===== config.mk =====
export PLATFORM = sky130hd
export DESIGN_NAME = buddy_page_allocator_unit
export DESIGN_NICKNAME = d
export VERILOG_FILES = /design/src/rtl/core/bpa_pkg.sv /design/src/rtl/core/bpa_ram.sv /design/src/rtl/core/bpa_ctl.sv /design/src/rtl/core/bpa_dp.sv /design/src/rtl/core/buddy_page_allocator_unit.sv
export VERILOG_INCLUDE_DIRS = /design/src /design/src/rtl/core
export SDC_FILE = /design/constraint.sdc
export NUM_CORES = 2
export LEC_CHECK = 0
export ABC_AREA = 1
export BUFFER_PORTS_ARGS = -buffer_cell sky130_fd_sc_hd__buf_2
export CAP_MARGIN = 10
export CORE_MARGIN = 5
export CORE_UTILIZATION = 28
export DETAILED_ROUTE_END_ITERATION = 7
export PLACE_DENSITY = 0.42
export REMOVE_ABC_BUFFERS = 1
export SYNTH_ARGS = -nofsm -noshare
export SYNTH_HDL_FRONTEND = slang
export SYNTH_SLANG_ARGS = --single-unit
export TNS_END_PERCENT = 50

===== constraint.sdc =====
create_clock -name clk -period 47.9 [get_ports clk]
set_clock_uncertainty 0.05 [all_clocks]
set_input_delay 7.185 -clock clk [delete_from_list [all_inputs] [get_ports clk]]
set_output_delay 7.185 -clock clk [all_outputs]
set_load 0.005 [all_outputs]

===== src/rtl/core/buddy_page_allocator_unit_defines.svh =====
// Assertion macros for the allocator RTL (included by bpa_dp).
`ifndef BUDDY_PAGE_ALLOCATOR_UNIT_DEFINES_SVH
`define BUDDY_PAGE_ALLOCATOR_UNIT_DEFINES_SVH

`ifndef SYNTHESIS
// Checked on clk, off while rst_n is low.
`define BPA_ASSERT(lbl, prop, msg) \
  lbl: assert property (@(posedge clk) disable iff (!rst_n) prop) else $error(msg);
// Checked on clk, also during reset.
`define BPA_ASSERT_NR(lbl, prop, msg) \
  lbl: assert property (@(posedge clk) prop) else $error(msg);
`else
`define BPA_ASSERT(lbl, prop, msg)
`define BPA_ASSERT_NR(lbl, prop, msg)
`endif

`endif


===== src/rtl/core/bpa_pkg.sv =====
package bpa_pkg;

  typedef enum logic [3:0] {
    ST_IDLE,
    ST_PREP,
    ST_SCAN,
    ST_SPLIT,
    ST_FCHK,
    ST_FRD,
    ST_BCHK,
    ST_FWR,
    ST_DONE
  } state_t;

  typedef struct packed {
    logic load;
    logic prep;
    logic scan;
    logic split;
    logic alloc_fin;
    logic fail;
    logic fhead;
    logic free_skip;
    logic frd;
    logic merge;
    logic free_fin;
    logic emit;
  } dp_cmd_t;

  typedef struct packed {
    logic is_free;
    logic oversize;
    logic scan_done;
    logic found;
    logic split_done;
    logic head_ok;
    logic at_top;
    logic buddy_ok;
    logic out_free;
  } dp_sts_t;

endpackage


===== src/rtl/core/bpa_ram.sv =====
module bpa_ram #(
  parameter int WIDTH = 8,
  parameter int DEPTH = 256
) (
  input  logic                     clk,
  input  logic                     wr_en,
  input  logic [$clog2(DEPTH)-1:0] wr_addr,
  input  logic [WIDTH-1:0]         wr_data,
  input  logic [$clog2(DEPTH)-1:0] rd_addr,
  output logic [WIDTH-1:0]         rd_data
);

  logic [WIDTH-1:0] mem [DEPTH];

  always_ff @(posedge clk) begin
    if (wr_en) begin
      mem[wr_addr] <= wr_data;
    end
    rd_data <= mem[rd_addr];
  end

endmodule


===== src/rtl/core/bpa_ctl.sv =====
module bpa_ctl (
  input  logic             clk,
  input  logic             rst_n,
  input  logic             in_valid,
  output logic             in_ready,
  input  bpa_pkg::dp_sts_t sts,
  output bpa_pkg::dp_cmd_t cmd
);

  bpa_pkg::state_t state_r, state_nxt;

  always_ff @(posedge clk) begin
    if (!rst_n) begin
      state_r <= bpa_pkg::ST_IDLE;
    end else begin
      state_r <= state_nxt;
    end
  end

  always_comb begin
    state_nxt = state_r;
    cmd       = '0;
    in_ready  = 1'b0;
    case (state_r)
      bpa_pkg::ST_IDLE: begin
        in_ready = 1'b1;
        if (in_valid) begin
          cmd.load  = 1'b1;
          state_nxt = bpa_pkg::ST_PREP;
        end
      end
      bpa_pkg::ST_PREP: begin
        cmd.prep = 1'b1;
        if (sts.is_free) begin
          state_nxt = bpa_pkg::ST_FCHK;
        end else if (sts.oversize) begin
          cmd.fail  = 1'b1;
          state_nxt = bpa_pkg::ST_DONE;
        end else begin
          state_nxt = bpa_pkg::ST_SCAN;
        end
      end
      bpa_pkg::ST_SCAN: begin
        if (!sts.scan_done) begin
          cmd.scan = 1'b1;
        end else if (sts.found) begin
          state_nxt = bpa_pkg::ST_SPLIT;
        end else begin
          cmd.fail  = 1'b1;
          state_nxt = bpa_pkg::ST_DONE;
        end
      end
      bpa_pkg::ST_SPLIT: begin
        if (sts.split_done) begin
          cmd.alloc_fin = 1'b1;
          state_nxt     = bpa_pkg::ST_DONE;
        end else begin
          cmd.split = 1'b1;
        end
      end
      bpa_pkg::ST_FCHK: begin
        if (sts.head_ok) begin
          cmd.fhead = 1'b1;
          state_nxt = bpa_pkg::ST_FRD;
        end else begin
          cmd.free_skip = 1'b1;
          state_nxt     = bpa_pkg::ST_DONE;
        end
      end
      bpa_pkg::ST_FRD: begin
        if (sts.at_top) begin
          state_nxt = bpa_pkg::ST_FWR;
        end else begin
          cmd.frd   = 1'b1;
          state_nxt = bpa_pkg::ST_BCHK;
        end
      end
      bpa_pkg::ST_BCHK: begin
        if (sts.buddy_ok) begin
          cmd.merge = 1'b1;
          state_nxt = bpa_pkg::ST_FRD;
        end else begin
          state_nxt = bpa_pkg::ST_FWR;
        end
      end
      bpa_pkg::ST_FWR: begin
        cmd.free_fin = 1'b1;
        state_nxt    = bpa_pkg::ST_DONE;
      end
      bpa_pkg::ST_DONE: begin
        if (sts.out_free) begin
          cmd.emit  = 1'b1;
          state_nxt = bpa_pkg::ST_IDLE;
        end
      end
      default: begin
        state_nxt = bpa_pkg::ST_IDLE;
      end
    endcase
  end

endmodule


===== src/rtl/core/bpa_dp.sv =====
`include "buddy_page_allocator_unit_defines.svh"

module bpa_dp #(
  parameter int PAGE_BITS = 12,
  parameter int POOL_BITS = 20
) (
  input  logic             clk,
  input  logic             rst_n,
  input  bpa_pkg::dp_cmd_t cmd,
  output bpa_pkg::dp_sts_t sts,
  input  logic             in_mode,
  input  logic [20:0]      in_request_bytes,
  input  logic [7:0]       in_free_page,
  output logic             out_valid,
  input  logic             out_ready,
  output logic [7:0]       out_granted_page,
  output logic [3:0]       out_granted_order,
  output logic             out_success
);

  localparam int TOP_ORDER = POOL_BITS - PAGE_BITS;
  localparam int PW        = TOP_ORDER;
  localparam int NP        = 1 << TOP_ORDER;
  localparam int OW        = $clog2(TOP_ORDER + 1);
  localparam int EW        = OW + 2;

  // entry layout: {head, free, order}
  localparam logic [EW-1:0] ENT_TOP = {1'b1, 1'b1, OW'(TOP_ORDER)};

  logic          mode_r;
  logic [20:0]   bytes_r;
  logic [PW-1:0] cur_r;
  logic [OW-1:0] ord_r;
  logic [OW-1:0] want_r;
  logic [PW:0]   scan_addr_r;
  logic          ev_pend_r;
  logic [PW-1:0] ev_addr_r;
  logic          best_found_r;
  logic [PW-1:0] best_page_r;
  logic [OW-1:0] best_ord_r;
  logic [PW-1:0] res_page_r;
  logic [OW-1:0] res_ord_r;
  logic          res_ok_r;
  logic          out_valid_r;
  logic [7:0]    out_page_r;
  logic [3:0]    out_ord_r;
  logic          out_ok_r;
  logic [NP-1:0] vld_r;
  logic          rd_vld_r;
  logic          rd_zero_r;

  logic [OW-1:0] want_c;
  logic          oversize_c;
  logic [PW-1:0] rd_addr;
  logic [EW-1:0] rd_data;
  logic          wr_en;
  logic [PW-1:0] wr_addr;
  logic [EW-1:0] wr_data;
  logic [EW-1:0] ent;
  logic          ent_head;
  logic          ent_free;
  logic [OW-1:0] ent_ord;
  logic [PW-1:0] buddy;
  logic [PW-1:0] upper;
  logic          better;

  // Round the byte count up to a power-of-two number of pages.
  always_comb begin
    want_c = OW'(TOP_ORDER);
    for (int w = TOP_ORDER; w >= 0; w--) begin
      if (64'(bytes_r) <= (64'd1 << (PAGE_BITS + w))) begin
        want_c = OW'(w);
      end
    end
  end

  assign oversize_c = 64'(bytes_r) > (64'd1 << POOL_BITS);

  // Never-written entries read as the reset pool: one free top block at page zero.
  assign ent      = rd_vld_r ? rd_data : (rd_zero_r ? ENT_TOP : '0);
  assign ent_head = ent[EW-1];
  assign ent_free = ent[EW-2];
  assign ent_ord  = ent[OW-1:0];

  assign buddy  = cur_r ^ (PW'(1) << ord_r);
  assign upper  = best_page_r + (PW'(1) << (best_ord_r - OW'(1)));
  assign better = ev_pend_r && ent_head && ent_free && (ent_ord >= want_r) &&
                  (!best_found_r || (ent_ord < best_ord_r));

  always_comb begin
    rd_addr = cur_r;
    if (cmd.scan) begin
      rd_addr = scan_addr_r[PW-1:0];
    end else if (cmd.frd) begin
      rd_addr = buddy;
    end
  end

  always_comb begin
    wr_en   = 1'b0;
    wr_addr = cur_r;
    wr_data = '0;
    if (cmd.split) begin
      wr_en   = 1'b1;
      wr_addr = upper;
      wr_data = {1'b1, 1'b1, best_ord_r - OW'(1)};
    end else if (cmd.alloc_fin) begin
      wr_en   = 1'b1;
      wr_addr = best_page_r;
      wr_data = {1'b1, 1'b0, want_r};
    end else if (cmd.merge) begin
      wr_en   = 1'b1;
      wr_addr = (buddy > cur_r) ? buddy : cur_r;
      wr_data = '0;
    end else if (cmd.free_fin) begin
      wr_en   = 1'b1;
      wr_addr = cur_r;
      wr_data = {1'b1, 1'b1, ord_r};
    end
  end

  bpa_ram #(
    .WIDTH(EW),
    .DEPTH(NP)
  ) u_ram (
    .clk    (clk),
    .wr_en  (wr_en),
    .wr_addr(wr_addr),
    .wr_data(wr_data),
    .rd_addr(rd_addr),
    .rd_data(rd_data)
  );

  always_ff @(posedge clk) begin
    if (!rst_n) begin
      vld_r       <= '0;
      out_valid_r <= 1'b0;
    end else begin
      if (wr_en) begin
        vld_r[wr_addr] <= 1'b1;
      end
      if (cmd.emit) begin
        out_valid_r <= 1'b1;
      end else if (out_ready) begin
        out_valid_r <= 1'b0;
      end
    end
  end

  always_ff @(posedge clk) begin
    rd_vld_r  <= vld_r[rd_addr];
    rd_zero_r <= (rd_addr == '0);
    if (cmd.load) begin
      mode_r  <= in_mode;
      bytes_r <= in_request_bytes;
      cur_r   <= PW'(in_free_page);
    end
    if (cmd.prep) begin
      want_r       <= want_c;
      scan_addr_r  <= '0;
      ev_pend_r    <= 1'b0;
      best_found_r <= 1'b0;
    end
    if (cmd.scan) begin
      ev_addr_r <= scan_addr_r[PW-1:0];
      ev_pend_r <= (scan_addr_r < (PW+1)'(NP));
      if (scan_addr_r < (PW+1)'(NP)) begin
        scan_addr_r <= scan_addr_r + ((PW+1)'(1) << want_r);
      end
      if (better) begin
        best_found_r <= 1'b1;
        best_page_r  <= ev_addr_r;
        best_ord_r   <= ent_ord;
      end
    end
    if (cmd.split) begin
      best_ord_r <= best_ord_r - OW'(1);
    end
    if (cmd.fhead) begin
      ord_r <= ent_ord;
    end
    if (cmd.merge) begin
      cur_r <= (buddy < cur_r) ? buddy : cur_r;
      ord_r <= ord_r + OW'(1);
    end
    if (cmd.alloc_fin) begin
      res_page_r <= best_page_r;
      res_ord_r  <= want_r;
      res_ok_r   <= 1'b1;
    end
    if (cmd.fail) begin
      res_page_r <= '0;
      res_ord_r  <= '0;
      res_ok_r   <= 1'b0;
    end
    if (cmd.free_skip || cmd.free_fin) begin
      res_page_r <= '0;
      res_ord_r  <= '0;
      res_ok_r   <= 1'b1;
    end
    if (cmd.emit) begin
      out_page_r <= 8'(res_page_r);
      out_ord_r  <= 4'(res_ord_r);
      out_ok_r   <= res_ok_r;
    end
  end

  always_comb begin
    sts            = '0;
    sts.is_free    = mode_r;
    sts.oversize   = oversize_c;
    sts.scan_done  = ((scan_addr_r >= (PW+1)'(NP)) && !ev_pend_r) ||
                     (best_found_r && (best_ord_r == want_r));
    sts.found      = best_found_r;
    sts.split_done = (best_ord_r == want_r);
    sts.head_ok    = ent_head && !ent_free && (ent_ord <= OW'(TOP_ORDER));
    sts.at_top     = (ord_r == OW'(TOP_ORDER));
    sts.buddy_ok   = ent_head && ent_free && (ent_ord == ord_r);
    sts.out_free   = !out_valid_r || out_ready;
  end

  assign out_valid         = out_valid_r;
  assign out_granted_page  = out_page_r;
  assign out_granted_order = out_ord_r;
  assign out_success       = out_ok_r;

  `BPA_ASSERT(a_split_above_want, cmd.split |-> (best_ord_r > want_r), "split below request")
  `BPA_ASSERT(a_merge_below_top, cmd.merge |-> (ord_r < OW'(TOP_ORDER)), "merge past top")
  `BPA_ASSERT(a_grant_aligned,
    cmd.alloc_fin |-> ((best_page_r & ((PW'(1) << want_r) - PW'(1))) == '0),
    "grant misaligned")
  `BPA_ASSERT(a_emit_shows, cmd.emit |=> out_valid_r, "result lost")
  `BPA_ASSERT_NR(a_reset_quiet, !rst_n |=> !out_valid_r, "result after reset")

endmodule


===== src/rtl/core/buddy_page_allocator_unit.sv =====
// Buddy page allocator over 2^(POOL_BITS-PAGE_BITS) pages.
// Input channel (in_valid/in_ready): in_mode 0 allocates in_request_bytes,
// in_mode 1 frees the block that starts at in_free_page.
// Result channel (out_valid/out_ready): one result item per input item with
// the granted page, its order and a success flag (0 only for a failed
// allocation; free results carry page 0, order 0).
// One item at a time: a new item is taken once the previous one is finished.
// Allocation: a free-block scan reads the page table through one RAM port
// at one entry per cycle, stepping by the request size and cut short when a
// block of the exact order turns up; the found block is then split one
// level at a time down to the requested order.
// Free: head check, then a buddy read and a merge per level, then a final write.
// Reset: per-page valid bits clear at once, so the pool is a single free
// top-order block with no clearing pass.
// A stalled result waits in the output register; the block finishes its
// current item and holds that result until the output register is free.
module buddy_page_allocator_unit #(
  parameter int PAGE_BITS = 12,
  parameter int POOL_BITS = 20
) (
  input  logic        clk,
  input  logic        rst_n,
  input  logic        in_valid,
  output logic        in_ready,
  input  logic        in_mode,
  input  logic [20:0] in_request_bytes,
  input  logic [7:0]  in_free_page,
  output logic        out_valid,
  input  logic        out_ready,
  output logic [7:0]  out_granted_page,
  output logic [3:0]  out_granted_order,
  output logic        out_success
);

  bpa_pkg::dp_cmd_t cmd;
  bpa_pkg::dp_sts_t sts;

  bpa_ctl u_ctl (
    .clk     (clk),
    .rst_n   (rst_n),
    .in_valid(in_valid),
    .in_ready(in_ready),
    .sts     (sts),
    .cmd     (cmd)
  );

  bpa_dp #(
    .PAGE_BITS(PAGE_BITS),
    .POOL_BITS(POOL_BITS)
  ) u_dp (
    .clk              (clk),
    .rst_n            (rst_n),
    .cmd              (cmd),
    .sts              (sts),
    .in_mode          (in_mode),
    .in_request_bytes (in_request_bytes),
    .in_free_page     (in_free_page),
    .out_valid        (out_valid),
    .out_ready        (out_ready),
    .out_granted_page (out_granted_page),
    .out_granted_order(out_granted_order),
    .out_success      (out_success)
  );

endmodule

[Word level (Yosys, flattened, before mapping)]
Memories as Yosys holds them, arrays and structs flattened. A register that Yosys moved wholly into a read port is not among the register bits.
Index checks and enable logic that the tools add are counted.
Word-level totals
  register bits after elaboration: 358
  bits in latches: 0
  bits in writable memories: 1536
  memory bits (read-only): 0
  input bits: 34
  output and inout port bits: 15
  logic and storage cells: 190
  memories: 1
Operators by class
  $add $sub $neg: 4
  multipliers: 0
  div/mod/pow operators: 0
  magnitude comparators: 19
  eq/ne operators: 16
  shift-type cells: 3
  multiplexer cells: 84
  bitwise logic cells: 2
  reductions and logical operators: 36
Memories
  u_dp.u_ram.mem: words 256, width 6, read ports 1, clocked after memory_dff 1, write ports 1, RTL line bpa_ram.sv:13  | logic [WIDTH-1:0] mem [DEPTH];
Operators by type and width (number)
  256-bit OR: 1
  8-bit two-way mux: 9
  4-bit two-way mux: 14
  1-bit two-way mux: 40
  6-bit two-way mux: 6
  4-bit case mux with 9 select lines: 1
  9-bit two-way mux: 3
  21-bit greater-than comparator, second input constant: 1
  21-bit by 13-bit <= comparator with 1-bit output, second input constant: 1
  21-bit by 14-bit <= comparator with 1-bit output, second input constant: 1
  21-bit by 15-bit <= comparator with 1-bit output, second input constant: 1
  21-bit by 16-bit <= comparator with 1-bit output, second input constant: 1
  21-bit by 17-bit <= comparator with 1-bit output, second input constant: 1
  21-bit by 18-bit <= comparator with 1-bit output, second input constant: 1
  21-bit by 19-bit <= comparator with 1-bit output, second input constant: 1
  21-bit by 20-bit <= comparator with 1-bit output, second input constant: 1
  8-bit by 9-bit less-than comparator with 1-bit output, second input constant: 2
  4-bit by 3-bit equality test with 1-bit output, second input constant: 4
  1-bit by 4-bit left shift with 8-bit output, first input constant: 2
  2-bit nonzero test: 7
  1-bit logical AND: 11
  2-bit two-way mux: 5
  9-bit adder: 1
  9-bit greater-or-equal comparator, second input constant: 1
  31 further kinds: 48

[Depth between registers and ports, before layout]
  depth in word-level cells: 14
  mapped depth: 27
  mapped depth without buffers: 25

[Hierarchy]
Synthesis repeated with hierarchy kept, for this count alone.
Unflattened totals
  cell total of the unflattened synthesis: 7889
  area total of the unflattened synthesis: 81478.1 um^2
Modules (own cells, without submodules)
  bpa_ram: times used 1, cells an instance 5386, area each 63151.8 um^2, seq. area each 46244.4 um^2
  bpa_dp: times used 1, cells an instance 2418, area each 17839.6 um^2, seq. area each 7807.5 um^2
  bpa_ctl: times used 1, cells an instance 85, area each 486.7 um^2, seq. area each 80.1 um^2

[Worst setup path after synthesis]
No wires, ideal clock.
  kind: register to register
  start: register u_ctl.state_r[0]
  end: memory u_dp.u_ram.mem[0][0] in the netlist's numbering, data pin
  setup time: 1533 ps
  arrival: 13504 ps
  data required time: 46317 ps
  setup slack: 32813 ps
  stages on the path, launching flop included: 7
  buffers on the path: 0
  clock period less this slack: 15087 ps
  path through: dfxtp_1 inv_1 nor3_2 inv_2 nor2_1 inv_1 o211ai_1
On the way
  word-level cells in the longest chain between the ends: 6
  elaborated cells between the ends (all ways): 10
  those cells by class: eq/ne: 3; mux: 7
RTL lines
  start, declared: RTL line bpa_ctl.sv:10  | bpa_pkg::state_t state_r, state_nxt;
  start signal, assigned: RTL line bpa_ctl.sv:14  | state_r <= bpa_pkg::ST_IDLE;
  start signal, assigned: RTL line bpa_ctl.sv:16  | state_r <= state_nxt;
  4-bit by 3-bit equality test with 1-bit output: RTL line bpa_ctl.sv:24  | case (state_r)
  1-bit two-way mux: RTL line bpa_ctl.sv:24
  6-bit two-way mux: RTL line bpa_dp.sv:115  | end else if (cmd.free_fin) begin
  6-bit two-way mux: RTL line bpa_dp.sv:111  | end else if (cmd.merge) begin
  6-bit two-way mux: RTL line bpa_dp.sv:107  | end else if (cmd.alloc_fin) begin
  6-bit two-way mux *: RTL line bpa_dp.sv:103  | if (cmd.split) begin
  net u_dp.u_ram.wr_data[0]: RTL line bpa_ram.sv:8  | input logic [WIDTH-1:0] wr_data,
  end, declared: RTL line bpa_ram.sv:13
The timed path passes the listed nets; every way through them passes the cells marked *.

[Worst setup path after layout]
  start: register u_ctl.state_r[0]
  end: output in_ready
On the way
  word-level cells in the longest chain between the ends: 2
RTL lines
  4-bit logical NOT: RTL line bpa_ctl.sv:24
  1-bit two-way mux: RTL line bpa_ctl.sv:24
  end, declared: RTL line buddy_page_allocator_unit.sv:24  | output logic in_ready,
Every way passes these cells.

==> metrics.txt <==
outcome completed; Top FF cell, synth edfxtp_1; Die H 558.5 µm; clk buf depth 4; post-DR vias/cell 4.561; Syn Inst Count 8,932; gpl congestion 0.8395; area occupied by multi-input gates 0.02232 mm²; Final Slew Violations 0; largest net degree at the start of global routing 171; fin nets 8,929; initial antenna violation count 11; die width 558.5 µm; fraction of registers with async set/reset 0%; TritonRoute pass-1 iters 5; worst slack at placement 38.77 ns; CTS Hold Buffers Added 0; Worst Hold Class reg2reg; I/O Pins 49; vias in the first global route 57,760; Hold Slack 0.3703 ns; path type of the worst setup path reg2out; Worst EP required 40.66 ns; first-pass GRT wire length 398.9 mm; TritonCTS Buffers 215; Cell Area, Synth 0.08425 mm²; clk_lat worst skew 0.88 ns; DRC 0; number of port buffers 48; CTS tree built; Max-cap violations 0; synth warn 0; Post-Route WL 272.0 mm; Tcrit/Tclk final 19.13%; starting density of the core 28.10%; total gr overflow 0; initial drt markers 4,821; sequential fraction of the synthesis area 64.25%; Post-CTS Setup Bufs 0; Fill cells 30,910; Synth area leader edfxtp_1; pwr dens 51.41 mW/mm²; # setup viols final 0; Pleak 0.04005 µW; Mapped Avg Cell Area 9.432 µm²; Worst EP arrival 1.93 ns; vias after detailed routing 59,250; Post-DP Area 0.08831 mm²; Register Area 0.05413 mm²; Startpoint Class flip-flop; Slew @ Worst Pin 1.276 ns; Hold Fails Final Rpt 0; layout cell share with drive strength beyond 1 6.335%; clock sinks 1,900; root buffer cell clkbuf_16; VDD IR max 0.00003746 V; EDFF count, synth 1,608; GRT Resource Usage Total 17.11%; library cells used by synthesis 54; Peak Freq 109.1 MHz; CTS H-tree depth 4; Final min period 9.164 ns; post-cts sizing count 0; Fin Setup TNS 0 ns; Core Footprint 0.2998 mm²; Clock Pin Slew Worst Setup and Hold Paths 0.07 ns; ANT nets after route 0; RSZ-0062 raised after global routing false; Rows 201; WL/cell 20.94 µm; Syn-to-layout area delta 12.73%; largest cells by area after synthesis edfxtp_1 57%, nand2_1 12%, dfxtp_1 6.9%, nand3_1 6.9%, inv_1 6.7%; DP Wirelength 158.4 mm; utilization after layout 31.68%; flops & latches, synth 1,900; headroom to the max-slew limit 14.40%; CP Capture Type output pin; final instance area 0.09497 mm²; Final WS setup 38.74 ns; worst-path maximum fanout 4; area fraction of the dominant cell type after synthesis 57.31%; die area 0.3120 mm²
[metal layers]
metal	routed length (µm)	global-route usage (%)	vias to the layer above	share of wire (%)
li1	-	-	28490	-
met1	124100	23.66	28840	46
met2	125300	27.90	1524	46
met3	14550	2.527	403	5.3
met4	8049	4.909	0	3.0
met5	0	0	-	0
[registers in the layout, indices dropped and copies added, names as in the netlist, 6 cells and up]
register and flops:
u_dp.best_page_r 8, u_dp.bytes_r 21, u_dp.scan_addr_r 9, u_dp.u_ram.mem 1536, u_dp.ev_addr_r 8, u_dp.u_ram.rd_data 6, u_dp.res_page_r 8, u_dp.vld_r 256
u_dp.out_granted_page 8, u_dp.cur_r 8
[final timing paths]
path,end,slack [ns],cells after the start,startpoint
max,in_ready,38.74,4,u_ctl.state_r[0]$_SDFFE_PN0P_
min,u_dp.best_page_r[3]$_DFFE_PP_,0.37,0,u_dp.ev_addr_r[3]$_DFFE_PP_
max reg2reg,u_dp.u_ram.rd_data[3]$_DFF_P_,40.85,25,u_dp.ord_r[0]$_DFFE_PP_
min reg2reg,u_dp.best_page_r[3]$_DFFE_PP_,0.37,0,u_dp.ev_addr_r[3]$_DFFE_PP_
[power breakdown]
part	switching (µW)	internal (µW)
Combinational	1130	341
Clock	679	911
Sequential	16.0	1810
[critical path, stage by stage, from the launching register on]
cell     delay [ns]
dfxtp_1        0.35
nor2_1         0.18
inv_1          0.12
nor2_1         0.26
buf_2          0.18
[cells by family after synthesis]
family                     count (synthesis)  synth area share (%)
and+or+nand+nor                         4473                 22.14
DFF                                     1900                 64.25
xor gates and xnor gates                  18                0.1871
AOI/OAI and AO/OA                        528                 3.393
adders and majority gates                 39                0.5970
buffers and inverters                   1974                 9.432
[per-stage QoR]
stage,instances,power (µW)
after floorplan,8496,2891
after global placement,12600,3340
after detailed placement,12600,3339
after CTS,12990,4940
after global routing,12990,5137
final,12990,4882
[synthesized netlist by cell type, types with 15 or more instances]
| cell | instances |
|---|---|
| a21oi_1 | 258 |
| inv_2 | 35 |
| o21ai_0 | 168 |
| buf_2 | 228 |
| buf_1 | 29 |
| o21ai_1 | 15 |
| nand2_2 | 21 |
| dfxtp_1 | 292 |
| nand3_1 | 1155 |
| edfxtp_1 | 1608 |
| nor2_2 | 26 |
| ha_1 | 37 |
| clkbuf_1 | 115 |
| nand2_1 | 2741 |
| nor3_1 | 19 |
| nor2_1 | 457 |
| buf_4 | 61 |
| inv_1 | 1502 |
| o211ai_1 | 55 |
[final cells by class]
class                           count  share of cell area, %
Inverter                         1538                  6.101
Sequential cell                  1900                  57.00
Tap cell                         3958                  5.214
Antenna cell                        2               0.005270
Clock inverter                     82                 0.6864
Timing Repair Buffer              143                  1.175
Multi-Input combinational cell   5058                  23.50
Clock buffer                      308                  6.321
[cells in the final DEF (no fill, tap or decap), types with 6 or more instances in the layout]
master        n
nand3_1    1153
nand3_2       6
clkbuf_1     69
clkinv_1     19
nor2_1      453
inv_2        32
clkbuf_8     21
o22ai_1      11
clkbuf_16   218
buf_12       13
nand2_1    2738
nor2_4       19
ha_1         37
nor2_2       21
o211ai_1     55
a21oi_1     258
buf_4        82
xor2_1       13
buf_2        48
edfxtp_1   1608
nand4_1      10
inv_1      1501
nand2_2      21
bufinv_16     8
o21ai_1      15
and3_1        8
o21ai_0     167
clkinv_2     42
nor3_1       19
dfxtp_1     292
No activity file was read; power rests on OpenSTA's default activity.
